$ cat src/rtl/sm4cbc_pkg.sv
package sm4cbc_pkg;

  localparam int unsigned RoundsDefault = 32;

  typedef enum logic [1:0] {
    CFG_KEY_HIGH = 2'd0,
    CFG_KEY_LOW  = 2'd1,
    CFG_IV_HIGH  = 2'd2,
    CFG_IV_LOW   = 2'd3
  } cfg_idx_e;

  // Control of the shared round unit.
  typedef struct packed {
    logic        key_sched;  // 1: key schedule transform, 0: data transform
    logic [31:0] rk;         // CK word or round key
  } rnd_ctl_t;

  localparam logic [3:0][31:0] FK = '{32'hB27022DC, 32'h677D9197, 32'h56AA3350, 32'hA3B1BAC6};

  localparam logic [7:0] SBOX [256] = '{
    8'hD6,8'h90,8'hE9,8'hFE,8'hCC,8'hE1,8'h3D,8'hB7,8'h16,8'hB6,8'h14,8'hC2,8'h28,8'hFB,8'h2C,8'h05,
    8'h2B,8'h67,8'h9A,8'h76,8'h2A,8'hBE,8'h04,8'hC3,8'hAA,8'h44,8'h13,8'h26,8'h49,8'h86,8'h06,8'h99,
    8'h9C,8'h42,8'h50,8'hF4,8'h91,8'hEF,8'h98,8'h7A,8'h33,8'h54,8'h0B,8'h43,8'hED,8'hCF,8'hAC,8'h62,
    8'hE4,8'hB3,8'h1C,8'hA9,8'hC9,8'h08,8'hE8,8'h95,8'h80,8'hDF,8'h94,8'hFA,8'h75,8'h8F,8'h3F,8'hA6,
    8'h47,8'h07,8'hA7,8'hFC,8'hF3,8'h73,8'h17,8'hBA,8'h83,8'h59,8'h3C,8'h19,8'hE6,8'h85,8'h4F,8'hA8,
    8'h68,8'h6B,8'h81,8'hB2,8'h71,8'h64,8'hDA,8'h8B,8'hF8,8'hEB,8'h0F,8'h4B,8'h70,8'h56,8'h9D,8'h35,
    8'h1E,8'h24,8'h0E,8'h5E,8'h63,8'h58,8'hD1,8'hA2,8'h25,8'h22,8'h7C,8'h3B,8'h01,8'h21,8'h78,8'h87,
    8'hD4,8'h00,8'h46,8'h57,8'h9F,8'hD3,8'h27,8'h52,8'h4C,8'h36,8'h02,8'hE7,8'hA0,8'hC4,8'hC8,8'h9E,
    8'hEA,8'hBF,8'h8A,8'hD2,8'h40,8'hC7,8'h38,8'hB5,8'hA3,8'hF7,8'hF2,8'hCE,8'hF9,8'h61,8'h15,8'hA1,
    8'hE0,8'hAE,8'h5D,8'hA4,8'h9B,8'h34,8'h1A,8'h55,8'hAD,8'h93,8'h32,8'h30,8'hF5,8'h8C,8'hB1,8'hE3,
    8'h1D,8'hF6,8'hE2,8'h2E,8'h82,8'h66,8'hCA,8'h60,8'hC0,8'h29,8'h23,8'hAB,8'h0D,8'h53,8'h4E,8'h6F,
    8'hD5,8'hDB,8'h37,8'h45,8'hDE,8'hFD,8'h8E,8'h2F,8'h03,8'hFF,8'h6A,8'h72,8'h6D,8'h6C,8'h5B,8'h51,
    8'h8D,8'h1B,8'hAF,8'h92,8'hBB,8'hDD,8'hBC,8'h7F,8'h11,8'hD9,8'h5C,8'h41,8'h1F,8'h10,8'h5A,8'hD8,
    8'h0A,8'hC1,8'h31,8'h88,8'hA5,8'hCD,8'h7B,8'hBD,8'h2D,8'h74,8'hD0,8'h12,8'hB8,8'hE5,8'hB4,8'hB0,
    8'h89,8'h69,8'h97,8'h4A,8'h0C,8'h96,8'h77,8'h7E,8'h65,8'hB9,8'hF1,8'h09,8'hC5,8'h6E,8'hC6,8'h84,
    8'h18,8'hF0,8'h7D,8'hEC,8'h3A,8'hDC,8'h4D,8'h20,8'h79,8'hEE,8'h5F,8'h3E,8'hD7,8'hCB,8'h39,8'h48
  };

  localparam logic [31:0] CK [32] = '{
    32'h00070e15, 32'h1c232a31, 32'h383f464d, 32'h545b6269,
    32'h70777e85, 32'h8c939aa1, 32'ha8afb6bd, 32'hc4cbd2d9,
    32'he0e7eef5, 32'hfc030a11, 32'h181f262d, 32'h343b4249,
    32'h50575e65, 32'h6c737a81, 32'h888f969d, 32'ha4abb2b9,
    32'hc0c7ced5, 32'hdce3eaf1, 32'hf8ff060d, 32'h141b2229,
    32'h30373e45, 32'h4c535a61, 32'h686f767d, 32'h848b9299,
    32'ha0a7aeb5, 32'hbcc3cad1, 32'hd8dfe6ed, 32'hf4fb0209,
    32'h10171e25, 32'h2c333a41, 32'h484f565d, 32'h646b7279
  };

  function automatic logic [31:0] rotl(input logic [31:0] v, input int unsigned n);
    rotl = (v << n) | (v >> (32 - n));
  endfunction

  // Byte-wise S-box substitution.
  function automatic logic [31:0] tau(input logic [31:0] v);
    tau = {SBOX[v[31:24]], SBOX[v[23:16]], SBOX[v[15:8]], SBOX[v[7:0]]};
  endfunction

  function automatic logic [31:0] lin_data(input logic [31:0] b);
    lin_data = b ^ rotl(b, 2) ^ rotl(b, 10) ^ rotl(b, 18) ^ rotl(b, 24);
  endfunction

  function automatic logic [31:0] lin_key(input logic [31:0] b);
    lin_key = b ^ rotl(b, 13) ^ rotl(b, 23);
  endfunction

endpackage

$ cat src/rtl/sm4_cbc_block_encryptor_core.sv
// SM4-CBC block encryptor.
// Config: plain write port (cfg_we_i, cfg_idx_i, cfg_data_i): key high/low, IV high/low.
//   Writing either key half marks the round keys stale. Write only while idle.
// Input channel (in_valid_i/in_ready_o): one 128-bit plaintext block per item plus
//   chain_start_i, which chains from the IV instead of the previous ciphertext.
// Output channel (out_valid_o/out_ready_i): one 128-bit ciphertext per item, held in
//   an output register until taken.
// Timing: one shared SM4 round unit runs one round per cycle. With valid round keys
//   an item runs all rounds in the encrypt state, then the finish state loads the
//   output register; the next item is taken only once the sequencer is back in idle.
//   After a key write the first item first runs the key schedule on the same round
//   unit and then its rounds as above.
//   in_ready_o is high only while the sequencer is idle.
// Stall: a finished block waits in the finish state while the output register still
//   holds an untaken result; the sequencer and in_ready_o stay blocked meanwhile.
// Reset: config and chaining value clear to zero, round keys are marked stale,
//   output channel empty. Round key memory is not cleared (always filled before use).
module sm4_cbc_block_encryptor_core #(
  parameter int unsigned ROUNDS = sm4cbc_pkg::RoundsDefault
) (
  input  logic        clk_i,
  input  logic        rst_ni,
  input  logic        cfg_we_i,
  input  logic [1:0]  cfg_idx_i,
  input  logic [63:0] cfg_data_i,
  input  logic        in_valid_i,
  output logic        in_ready_o,
  input  logic        chain_start_i,
  input  logic [63:0] plain_high_i,
  input  logic [63:0] plain_low_i,
  output logic        out_valid_o,
  input  logic        out_ready_i,
  output logic [63:0] cipher_high_o,
  output logic [63:0] cipher_low_o
);

  localparam int unsigned AW = $clog2(ROUNDS);
  localparam logic [AW-1:0] LastRound = AW'(ROUNDS - 1);

  typedef enum logic [1:0] {
    ST_IDLE,
    ST_KEYEXP,
    ST_ENC,
    ST_FINISH
  } state_e;

  state_e state_q;
  logic [AW-1:0] round_q;
  logic keys_ready_q;
  logic out_valid_q;
  logic [63:0] key_high_q, key_low_q, iv_high_q, iv_low_q;
  logic [63:0] chain_high_q, chain_low_q;

  // payload, no reset
  logic [3:0][31:0] x_q;     // round state, x_q[0] is the oldest word
  logic [127:0] blk_q;       // whitened block parked during key schedule
  logic [63:0] cipher_high_q, cipher_low_q;

  logic accept, out_free, last_round;
  logic [63:0] cv_high, cv_low;
  logic [127:0] blk;
  logic [31:0] nw, rk_rdata;
  logic [AW-1:0] rk_raddr;
  sm4cbc_pkg::rnd_ctl_t rnd_ctl;

  assign in_ready_o = (state_q == ST_IDLE);
  assign accept     = in_valid_i && in_ready_o;
  assign out_free   = !out_valid_q || out_ready_i;
  assign last_round = (round_q == LastRound);

  // CBC whitening
  assign cv_high = chain_start_i ? iv_high_q : chain_high_q;
  assign cv_low  = chain_start_i ? iv_low_q  : chain_low_q;
  assign blk     = {plain_high_i ^ cv_high, plain_low_i ^ cv_low};

  // Read one round ahead so rk[r] is on rdata during round r; idle reads rk[0].
  assign rk_raddr = (state_q == ST_ENC) ? round_q + AW'(1) : '0;

  always_comb begin
    rnd_ctl.key_sched = (state_q == ST_KEYEXP);
    rnd_ctl.rk        = rnd_ctl.key_sched ? sm4cbc_pkg::CK[round_q] : rk_rdata;
  end

  sm4cbc_round u_round (
    .x_i   (x_q),
    .ctl_i (rnd_ctl),
    .nw_o  (nw)
  );

  sm4cbc_rk_mem #(
    .DEPTH (ROUNDS),
    .AW    (AW)
  ) u_rk_mem (
    .clk_i   (clk_i),
    .we_i    (state_q == ST_KEYEXP),
    .waddr_i (round_q),
    .wdata_i (nw),
    .raddr_i (rk_raddr),
    .rdata_o (rk_rdata)
  );

  // Sequencer, config and chaining state
  always_ff @(posedge clk_i or negedge rst_ni) begin
    if (!rst_ni) begin
      state_q      <= ST_IDLE;
      round_q      <= '0;
      keys_ready_q <= 1'b0;
      out_valid_q  <= 1'b0;
      key_high_q   <= '0;
      key_low_q    <= '0;
      iv_high_q    <= '0;
      iv_low_q     <= '0;
      chain_high_q <= '0;
      chain_low_q  <= '0;
    end else begin
      // a new result refills the output register in the cycle the old one leaves
      if (state_q == ST_FINISH && out_free) begin
        out_valid_q <= 1'b1;
      end else if (out_ready_i) begin
        out_valid_q <= 1'b0;
      end
      if (cfg_we_i) begin
        unique case (cfg_idx_i)
          sm4cbc_pkg::CFG_KEY_HIGH: begin
            key_high_q   <= cfg_data_i;
            keys_ready_q <= 1'b0;
          end
          sm4cbc_pkg::CFG_KEY_LOW: begin
            key_low_q    <= cfg_data_i;
            keys_ready_q <= 1'b0;
          end
          sm4cbc_pkg::CFG_IV_HIGH: iv_high_q <= cfg_data_i;
          sm4cbc_pkg::CFG_IV_LOW:  iv_low_q  <= cfg_data_i;
        endcase
      end
      unique case (state_q)
        ST_IDLE: begin
          if (accept) begin
            round_q <= '0;
            if (chain_start_i) begin
              chain_high_q <= iv_high_q;
              chain_low_q  <= iv_low_q;
            end
            state_q <= keys_ready_q ? ST_ENC : ST_KEYEXP;
          end
        end
        ST_KEYEXP: begin
          round_q <= round_q + AW'(1);
          if (last_round) begin
            keys_ready_q <= 1'b1;
            state_q      <= ST_ENC;
          end
        end
        ST_ENC: begin
          round_q <= round_q + AW'(1);
          if (last_round) begin
            state_q <= ST_FINISH;
          end
        end
        ST_FINISH: begin
          if (out_free) begin
            chain_high_q <= {x_q[3], x_q[2]};
            chain_low_q  <= {x_q[1], x_q[0]};
            state_q      <= ST_IDLE;
          end
        end
        default: state_q <= ST_IDLE;
      endcase
    end
  end

  // Round state and output data
  always_ff @(posedge clk_i) begin
    if (accept) begin
      blk_q <= blk;
      if (keys_ready_q) begin
        x_q <= {blk[31:0], blk[63:32], blk[95:64], blk[127:96]};
      end else begin
        x_q <= {key_low_q[31:0] ^ sm4cbc_pkg::FK[3], key_low_q[63:32] ^ sm4cbc_pkg::FK[2],
                key_high_q[31:0] ^ sm4cbc_pkg::FK[1], key_high_q[63:32] ^ sm4cbc_pkg::FK[0]};
      end
    end else if (state_q == ST_KEYEXP && last_round) begin
      x_q <= {blk_q[31:0], blk_q[63:32], blk_q[95:64], blk_q[127:96]};
    end else if (state_q == ST_KEYEXP || state_q == ST_ENC) begin
      x_q <= {nw, x_q[3], x_q[2], x_q[1]};
    end
    if (state_q == ST_FINISH && out_free) begin
      // reversed word order on output
      cipher_high_q <= {x_q[3], x_q[2]};
      cipher_low_q  <= {x_q[1], x_q[0]};
    end
  end

  assign out_valid_o   = out_valid_q;
  assign cipher_high_o = cipher_high_q;
  assign cipher_low_o  = cipher_low_q;

endmodule

$ cat src/rtl/sm4cbc_round.sv
// One SM4 round, shared by the key schedule and the data path.
module sm4cbc_round (
  input  logic [3:0][31:0]    x_i,
  input  sm4cbc_pkg::rnd_ctl_t ctl_i,
  output logic [31:0]         nw_o
);

  logic [31:0] sub;

  always_comb begin
    sub = sm4cbc_pkg::tau(x_i[1] ^ x_i[2] ^ x_i[3] ^ ctl_i.rk);
    if (ctl_i.key_sched) begin
      nw_o = x_i[0] ^ sm4cbc_pkg::lin_key(sub);
    end else begin
      nw_o = x_i[0] ^ sm4cbc_pkg::lin_data(sub);
    end
  end

endmodule

$ cat src/rtl/sm4cbc_rk_mem.sv
// Round key store: one write port, one registered read port.
module sm4cbc_rk_mem #(
  parameter int unsigned DEPTH = sm4cbc_pkg::RoundsDefault,
  parameter int unsigned AW    = $clog2(DEPTH)
) (
  input  logic          clk_i,
  input  logic          we_i,
  input  logic [AW-1:0] waddr_i,
  input  logic [31:0]   wdata_i,
  input  logic [AW-1:0] raddr_i,
  output logic [31:0]   rdata_o
);

  logic [31:0] mem [DEPTH];
  logic [31:0] rdata_q;

  always_ff @(posedge clk_i) begin
    if (we_i) begin
      mem[waddr_i] <= wdata_i;
    end
    rdata_q <= mem[raddr_i];
  end

  assign rdata_o = rdata_q;

endmodule

$ cat config.mk
export PLATFORM = sky130hd
export DESIGN_NAME = sm4_cbc_block_encryptor_core
export DESIGN_NICKNAME = d
export VERILOG_FILES = /design/src/rtl/sm4cbc_pkg.sv /design/src/rtl/sm4_cbc_block_encryptor_core.sv /design/src/rtl/sm4cbc_round.sv /design/src/rtl/sm4cbc_rk_mem.sv
export SDC_FILE = /design/constraint.sdc
export NUM_CORES = 2
export LEC_CHECK = 0
export BUFFER_PORTS_ARGS = -buffer_cell sky130_fd_sc_hd__buf_4
export CORE_ASPECT_RATIO = 0.9
export CORE_UTILIZATION = 55
export DETAILED_ROUTE_END_ITERATION = 12
export PLACE_DENSITY_LB_ADDON = 0.08
export RECOVER_POWER = 25
export REMOVE_ABC_BUFFERS = 1
export SYNTH_ARGS = -nofsm -noshare
export SYNTH_HDL_FRONTEND = slang
export SYNTH_SLANG_ARGS = --single-unit
$ cat constraint.sdc
create_clock -name clk_i -period 6.5 [get_ports clk_i]
set_clock_uncertainty 0.05 [all_clocks]
set_input_delay 1.625 -clock clk_i [delete_from_list [all_inputs] [get_ports clk_i]]
set_output_delay 1.625 -clock clk_i [all_outputs]
set_load 0.005 [all_outputs]
Word-level counts from Yosys, hierarchy flattened
Memories as Yosys holds them, arrays and structs flattened. A register that Yosys moved wholly into a read port is not among the register bits.
Cells that the tools add are included.
{"block": "classes", "n_addsub": 1, "mul": 0, "n_div": 0, "order_cmp": 5, "eq_ne": 11, "n_shift": 0, "mux": 41, "bitwise_logic": 28, "n_reduce_logical": 21}
{"op": "2-to-1 mux 128 bit", "n": 4}
{"op": "2-to-1 mux 64 bit", "n": 6}
{"op": "bitwise XOR 32 bit", "n": 11}
{"op": "one-hot mux 64 bit (2 select lines)", "n": 2}
{"op": "2-to-1 mux 32 bit", "n": 4}
{"op": "bitwise XOR 64 bit", "n": 2}
{"op": "2-to-1 mux 8 bit", "n": 8}
{"op": ">= comparator 9 bit (second input constant)", "n": 4}
{"op": "NOT 8 -> 9 bit", "n": 4}
{"op": "bitwise OR 32 x 10 -> 32 bit", "n": 1}
{"op": "bitwise OR 32 x 13 -> 32 bit", "n": 1}
{"op": "bitwise OR 32 x 18 -> 32 bit", "n": 1}
{"op": "bitwise OR 32 x 2 -> 32 bit", "n": 1}
{"op": "bitwise OR 32 x 23 -> 32 bit", "n": 1}
{"op": "bitwise OR 32 x 24 -> 32 bit", "n": 1}
{"op": "NOT 14 bit", "n": 2}
{"op": "NOT 19 bit", "n": 1}
{"op": "NOT 17 bit", "n": 1}
{"op": "2-to-1 mux 2 bit", "n": 5}
{"op": "2-to-1 mux 5 bit", "n": 2}
{"op": "one-hot mux 5 bit (2 select lines)", "n": 1}
{"op": "AND reduction 2 bit", "n": 5}
{"op": "equality test 2 bit (second input constant)", "n": 4}
{"op": "2-to-1 mux 1 bit", "n": 8}
{"op": "17 further kinds", "n": 27}
{"block": "word_totals", "register_bits": 777, "latch_bits": 0, "ramBits": 1024, "romBits": 9216, "inputBits": 200, "out_inout_bits": 130, "wordCells": 130, "memories": 6}
{"name": "(no name shown)", "depth": 256, "width": 8, "read_ports": 1, "rd_clocked_by_memory_dff": 0, "write_ports": 0, "line": "sm4cbc_pkg.sv:56", "rtl": "tau = {SBOX[v[31:24]], SBOX[v[23:16]], SBOX[v[15:8]], SBOX[v[7:0]]};"}
{"name": "(no name shown)", "depth": 256, "width": 8, "read_ports": 1, "rd_clocked_by_memory_dff": 0, "write_ports": 0, "line": "sm4cbc_pkg.sv:56"}
{"name": "(no name shown)", "depth": 256, "width": 8, "read_ports": 1, "rd_clocked_by_memory_dff": 0, "write_ports": 0, "line": "sm4cbc_pkg.sv:56"}
{"name": "(no name shown)", "depth": 256, "width": 8, "read_ports": 1, "rd_clocked_by_memory_dff": 0, "write_ports": 0, "line": "sm4cbc_pkg.sv:56"}
{"name": "(no name shown)", "depth": 32, "width": 32, "read_ports": 1, "rd_clocked_by_memory_dff": 0, "write_ports": 0, "line": "sm4_cbc_block_encryptor_core.sv:81", "rtl": "rnd_ctl.rk = rnd_ctl.key_sched ? sm4cbc_pkg::CK[round_q] : rk_rdata;"}
{"name": "u_rk_mem.mem", "depth": 32, "width": 32, "read_ports": 1, "rd_clocked_by_memory_dff": 1, "write_ports": 1, "line": "sm4cbc_rk_mem.sv:14", "rtl": "logic [31:0] mem [DEPTH];"}

Logic depth before layout (Yosys ltp)
{"block": "logic_depth", "depth_word": 20, "ltp_mapped": 24}

Modules after synthesis
From an unflattened synthesis, not the netlist that was laid out.
{"block": "unflattened", "cells_unflattened": 7328, "area_unflattened_um2": 91449.0}
{"module": "sm4cbc_rk_mem", "n_inst": 1, "cells_each": 2260, "area_per_inst_um2": 40485.1, "seq_area_each_um2": 31390.1}
{"module": "sm4_cbc_block_encryptor_core", "n_inst": 1, "cells_each": 2504, "area_per_inst_um2": 34473.1, "seq_area_each_um2": 21365.5}
{"module": "sm4cbc_round", "n_inst": 1, "cells_each": 2564, "area_per_inst_um2": 16490.8, "seq_area_each_um2": 0.0}

Least setup slack after synthesis
OpenSTA, ideal clock, no wires.
{"block": "synth_timing", "path_kind": "input -> register", "start": "input port in_valid_i", "end": "register x_q[101] in the netlist's numbering (data pin)", "setup_time_ps": 259, "arrival_time_ps": 5932, "setup_slack_ps": 259, "path_stages": 5, "cell_sequence": "nand2_1 -> clkinv_1 -> clkbuf_1 -> a21oi_1 -> o31a_1"}
{"block": "synth_via", "elab_chain_len": 2}
{"element": "from (decl)", "line": "sm4_cbc_block_encryptor_core.sv:26", "rtl": "input logic in_valid_i,"}
{"element": "logical AND 1 bit", "line": "sm4_cbc_block_encryptor_core.sv:67", "rtl": "assign accept = in_valid_i && in_ready_o;"}
{"element": "via accept", "line": "sm4_cbc_block_encryptor_core.sv:59", "rtl": "logic accept, out_free, last_round;"}
{"element": "2-to-1 mux 128 bit", "line": "sm4_cbc_block_encryptor_core.sv:174", "rtl": "if (accept) begin"}
{"element": "to (signal assigned)", "line": "sm4_cbc_block_encryptor_core.sv:177", "rtl": "x_q <= {blk[31:0], blk[63:32], blk[95:64], blk[127:96]};"}
{"element": "to (signal assigned)", "line": "sm4_cbc_block_encryptor_core.sv:179", "rtl": "x_q <= {key_low_q[31:0] ^ sm4cbc_pkg::FK[3], key_low_q[63:32] ^ sm4cbc_pkg::FK[2],"}
{"element": "to (signal assigned)", "line": "sm4_cbc_block_encryptor_core.sv:183", "rtl": "x_q <= {blk_q[31:0], blk_q[63:32], blk_q[95:64], blk_q[127:96]};"}
{"element": "to (decl)", "line": "sm4_cbc_block_encryptor_core.sv:55", "rtl": "logic [3:0][31:0] x_q;"}
The timed path passes the listed nets, and every way through them passes these cells.
A chain may end at the register's enable or synchronous reset.

Final worst setup path
{"block": "layout_timing", "start": "input port chain_start_i", "end": "register x_q[105] in the netlist's numbering (data pin)"}
{"block": "layout_via", "elab_chain_len": 4}
{"element": "from (decl)", "line": "sm4_cbc_block_encryptor_core.sv:28", "rtl": "input logic chain_start_i,"}
{"element": "2-to-1 mux 64 bit"}
{"element": "bitwise XOR 64 bit", "line": "sm4_cbc_block_encryptor_core.sv:74", "rtl": "assign blk = {plain_high_i ^ cv_high, plain_low_i ^ cv_low};"}
{"element": "via blk[9]", "line": "sm4_cbc_block_encryptor_core.sv:61", "rtl": "logic [127:0] blk;"}
{"element": "2-to-1 mux 128 bit", "line": "sm4_cbc_block_encryptor_core.sv:176", "rtl": "if (keys_ready_q) begin"}
{"element": "2-to-1 mux 128 bit", "line": "sm4_cbc_block_encryptor_core.sv:174"}
The timed path passes the listed nets, and every way through them passes these cells.

==> impl_metrics.env <==
export IMPL_clk_pin_slew_ns=0.06
export IMPL_setup_viol=1
export IMPL_die_height_um=389
export IMPL_cts_root_buf="clkbuf_16"
export IMPL_mostFrequentLayoutCells="1408 x edfxtp_1, 715 x nand2_1, 706 x buf_4, 609 x o21ai_0, 430 x nor2_1"
export IMPL_critical_path_class="primary input to flop"
export IMPL_dieArea_sq_um=168000
export IMPL_ys_types=111
export IMPL_required_ns=7.02
export IMPL_syn2layout_area_growth_pct=14.5
export IMPL_grt_busiest_layer="met2"
export IMPL_drtIter0Drc=10400
export IMPL_cp_cell_sequence="clkbuf_1 > clkbuf_1 > mux2i_1 > xnor2_1 > nand2_1 > o21ai_0 > nand2_1 > o211ai_1 > buf_4"
export IMPL_htree_levels=4
export IMPL_holdWs_ns=0.429
export IMPL_yosys_area_top_type="edfxtp_1"
export IMPL_synth_avg_cell_area_sq_um=12.5
export IMPL_path_max_fanout=35
export IMPL_grt_ovfl_total=0
export IMPL_grt_total_usage_pct=41.3
export IMPL_clock_path_buffers=3
export IMPL_yosysWarnings=0
export IMPL_fin_nets=7960
export IMPL_nFillCells=12100
export IMPL_violations="max-capacitance violations, max-slew violations, negative setup slack"
export IMPL_ys_seq_area_share_pct=57.7
export IMPL_timing_critical_path_buf_inv=3
export IMPL_regToRegEndpoint="u_rk_mem.mem[30][21]$_DFFE_PP_"
export IMPL_drc=0
export IMPL_grt_pass1_wl_mm=500
export IMPL_start_kind="primary input"
export IMPL_hold_viol_final=0
export IMPL_slowest_stage="clkbuf_1"
export IMPL_synth_edff_count=1408
export IMPL_hold_path_depth=2
export IMPL_rsz0062_at_grt="no"
export IMPL_r2r_cells=22
export IMPL_synth_top_flop_cell="edfxtp_1"
export IMPL_cp_slowest_stage_delay_ns=2.41
export IMPL_ys_ff_latch=1833
export IMPL_synth_async_reset_ratio_pct=21.4
export IMPL_min_delay_start="chain_high_q[29]$_DFFE_PN0P_"
export IMPL_yosys_area_top_type_share_pct=46.3
export IMPL_worstSetupEndpointType="flop"
export IMPL_synth_cell_area_sq_um=91400
export IMPL_grt_pass1_vias=68800
export IMPL_io_buffers=329
export IMPL_vias_per_cell=7.10
export IMPL_cts_tree="yes"
export IMPL_wl_per_cell_um=35.1
export IMPL_numCtsBuffers=173
export IMPL_critPathTopFamily="buffers and inverters"
export IMPL_synth_area_leaders="edfxtp_1 46%, dfrtp_1 11%, mux4_2 5.2%, mux2_2 3.6%, o21ai_0 3.4%"
export IMPL_vias=71400
export IMPL_drv_cap=13
export IMPL_num_rows=141
export IMPL_ios=330
export IMPL_fin_cells=10100
export IMPL_fin_crit_sh_pct=100
export IMPL_max_slew_margin_pct=-270
export IMPL_dpl_hpwl_mm=227
export IMPL_crit_start="chain_start_i"
export IMPL_drive_above_1_share_pct=21.8
export IMPL_routed_wl_mm=353
export IMPL_first_pass_iters=6
export IMPL_dp_slack_ns=0.112
export IMPL_grt_use_met3_pct=9.89
export IMPL_min_to="chain_high_q[29]$_DFFE_PN0P_"
export IMPL_use_met1_pct=57.2
export IMPL_fmax_mhz=154
export IMPL_timing_rr_start="state_q[1]$_DFFE_PN0P_"
export IMPL_status="finished with violations"
export IMPL_clock_sinks=1833
export IMPL_finalMaxSlewViolations=519
export IMPL_antenna_left=0
export IMPL_fin_crit_ns=6.51
export IMPL_grt_max_degree=189
export IMPL_gp_congestion=1.02
export IMPL_grtUsageMet2_pct=61.5
export IMPL_core_region_area_sq_um=165000
export IMPL_r2r_setup_slack_ns=0.08
export IMPL_cp_arrival_ns=7.03
export IMPL_finalWorstSetupSlack_ns=-0.0110
export IMPL_clock_latency_ns=0.85
export IMPL_netlist_instances=7338
export IMPL_die_w_um=432
export IMPL_antenna_found_initial=30
export IMPL_initial_core_util_pct=55.5
export IMPL_tightest_slew_ns=5.55
export IMPL_placed_cells=9712
export IMPL_layout_commonest_cell="edfxtp_1"
export IMPL_hold_class="flop to flop"
[tightest hold or removal path: cells and delay by family, from the launching register on]
family / cells / cell delay (ns)
simple gates: 1 / 0.04
compound gates: 1 / 0.06
flops: 1 / 0.34
[kinds of logic after synthesis]
| kind of cell | count (synthesis) | synth area share (%) |
|---|---|---|
| adders and majority gates | 85 | 1.17 |
| and+or+nand+nor | 1628 | 7.73 |
| xor gates and xnor gates | 415 | 4.58 |
| buffers and inverters | 664 | 3.07 |
| DFF | 1833 | 57.7 |
| AOI/OAI and AO/OA | 2024 | 14.8 |
| muxes | 689 | 10.9 |
[how the worst max path moves through the flow]
stage,endpoint,slack [ns],depth (start not counted)
6_report,x_q[105]$_DFFE_PP_,-0.01,9
5_1_grt,x_q[105]$_DFFE_PP_,0.02,9
2_1_floorplan,u_rk_mem.rdata_o[0]$_DFF_P_,-10.06,5
3_3_place_gp,u_rk_mem.mem[17][0]$_DFFE_PP_,0.04,21
4_1_cts,u_rk_mem.mem[15][6]$_DFFE_PP_,0.09,19
3_5_place_dp,u_rk_mem.mem[28][0]$_DFFE_PP_,0.11,21
[state kept, by name, summed over array words and instances, names as in the netlist]
register          count
chain_low_q          64
cipher_high_o        64
keys_ready_q          1
iv_low_q             64
u_rk_mem.rdata_o     32
x_q                 128
key_low_q            64
cipher_low_o         64
key_high_q           64
blk_q               128
u_rk_mem.mem       1024
out_valid_o           1
iv_high_q            64
state_q               2
round_q               5
chain_high_q         64
[repair_timing]
action,4_1_cts,5_1_grt
resized for setup,1,22
pin swaps,0,3
endpoints found under the hold margin,0,0
buffers inserted,0,4
hold buffers,0,0
endpoints found under the setup margin,8,249
[cell usage after synthesis, types with 15 or more instances]
cell       count
o2111ai_1     29
mux2_2       294
a32oi_1       16
o221ai_1     159
a21oi_1      252
nand2_1      721
xnor3_1       25
o22ai_1       52
a21o_1        19
nand4_1       17
buf_1         53
o31ai_1       29
o311ai_0      40
dfrtp_1      393
nor2_1       467
a311oi_1      44
and3_1        18
edfxtp_1    1408
nor3_1        90
a221oi_1      36
o21ai_1       19
nor4_1        18
nand3_1      122
and2_1        15
ha_1          84
dfxtp_1       32
mux4_2       210
o211ai_1      81
o21ai_0      612
inv_1         33
clkbuf_1     401
mux2i_1      182
xnor2_1      278
buf_2        135
nand2b_1      23
a31oi_1      152
nor2b_1       62
a2111oi_0     16
buf_4         24
xor2_1        91
or3_1         24
a22oi_1      137
a211oi_1     171
[stage by stage]
stage                     util (%)  instance area, sq um  setup TNS [ns]
after floorplan                  -                 88700               -
after global placement        60.1                 98900               0
after detailed placement      60.1                 98900               0
after CTS                     63.5                105000               0
after global routing          63.6                105000               0
final                         63.6                105000         -0.0110
[layer usage]
metal	up-vias	part of all wire (%)
li1	29000	-
met1	35900	37
met2	5573	45
met3	1014	12
met4	14	5.6
met5	-	0.026
[cell type report]
cell class                 count  area [sq um]  share of cell area [%]
timing repair buffer         782          6590                    6.29
clock inverter                71           738                   0.706
tap                         2216          2770                    2.65
sequential                  1833         52800                    50.4
clock buffer                 248          4880                    4.67
antenna                       26          65.1                  0.0622
multi-input combinational   4841         36600                    35.0
inverter                      44           178                   0.170
Power is left out: the tool's default activity adds up to more than one toggle a clock period on the data nets, which glitch-free logic cannot reach.
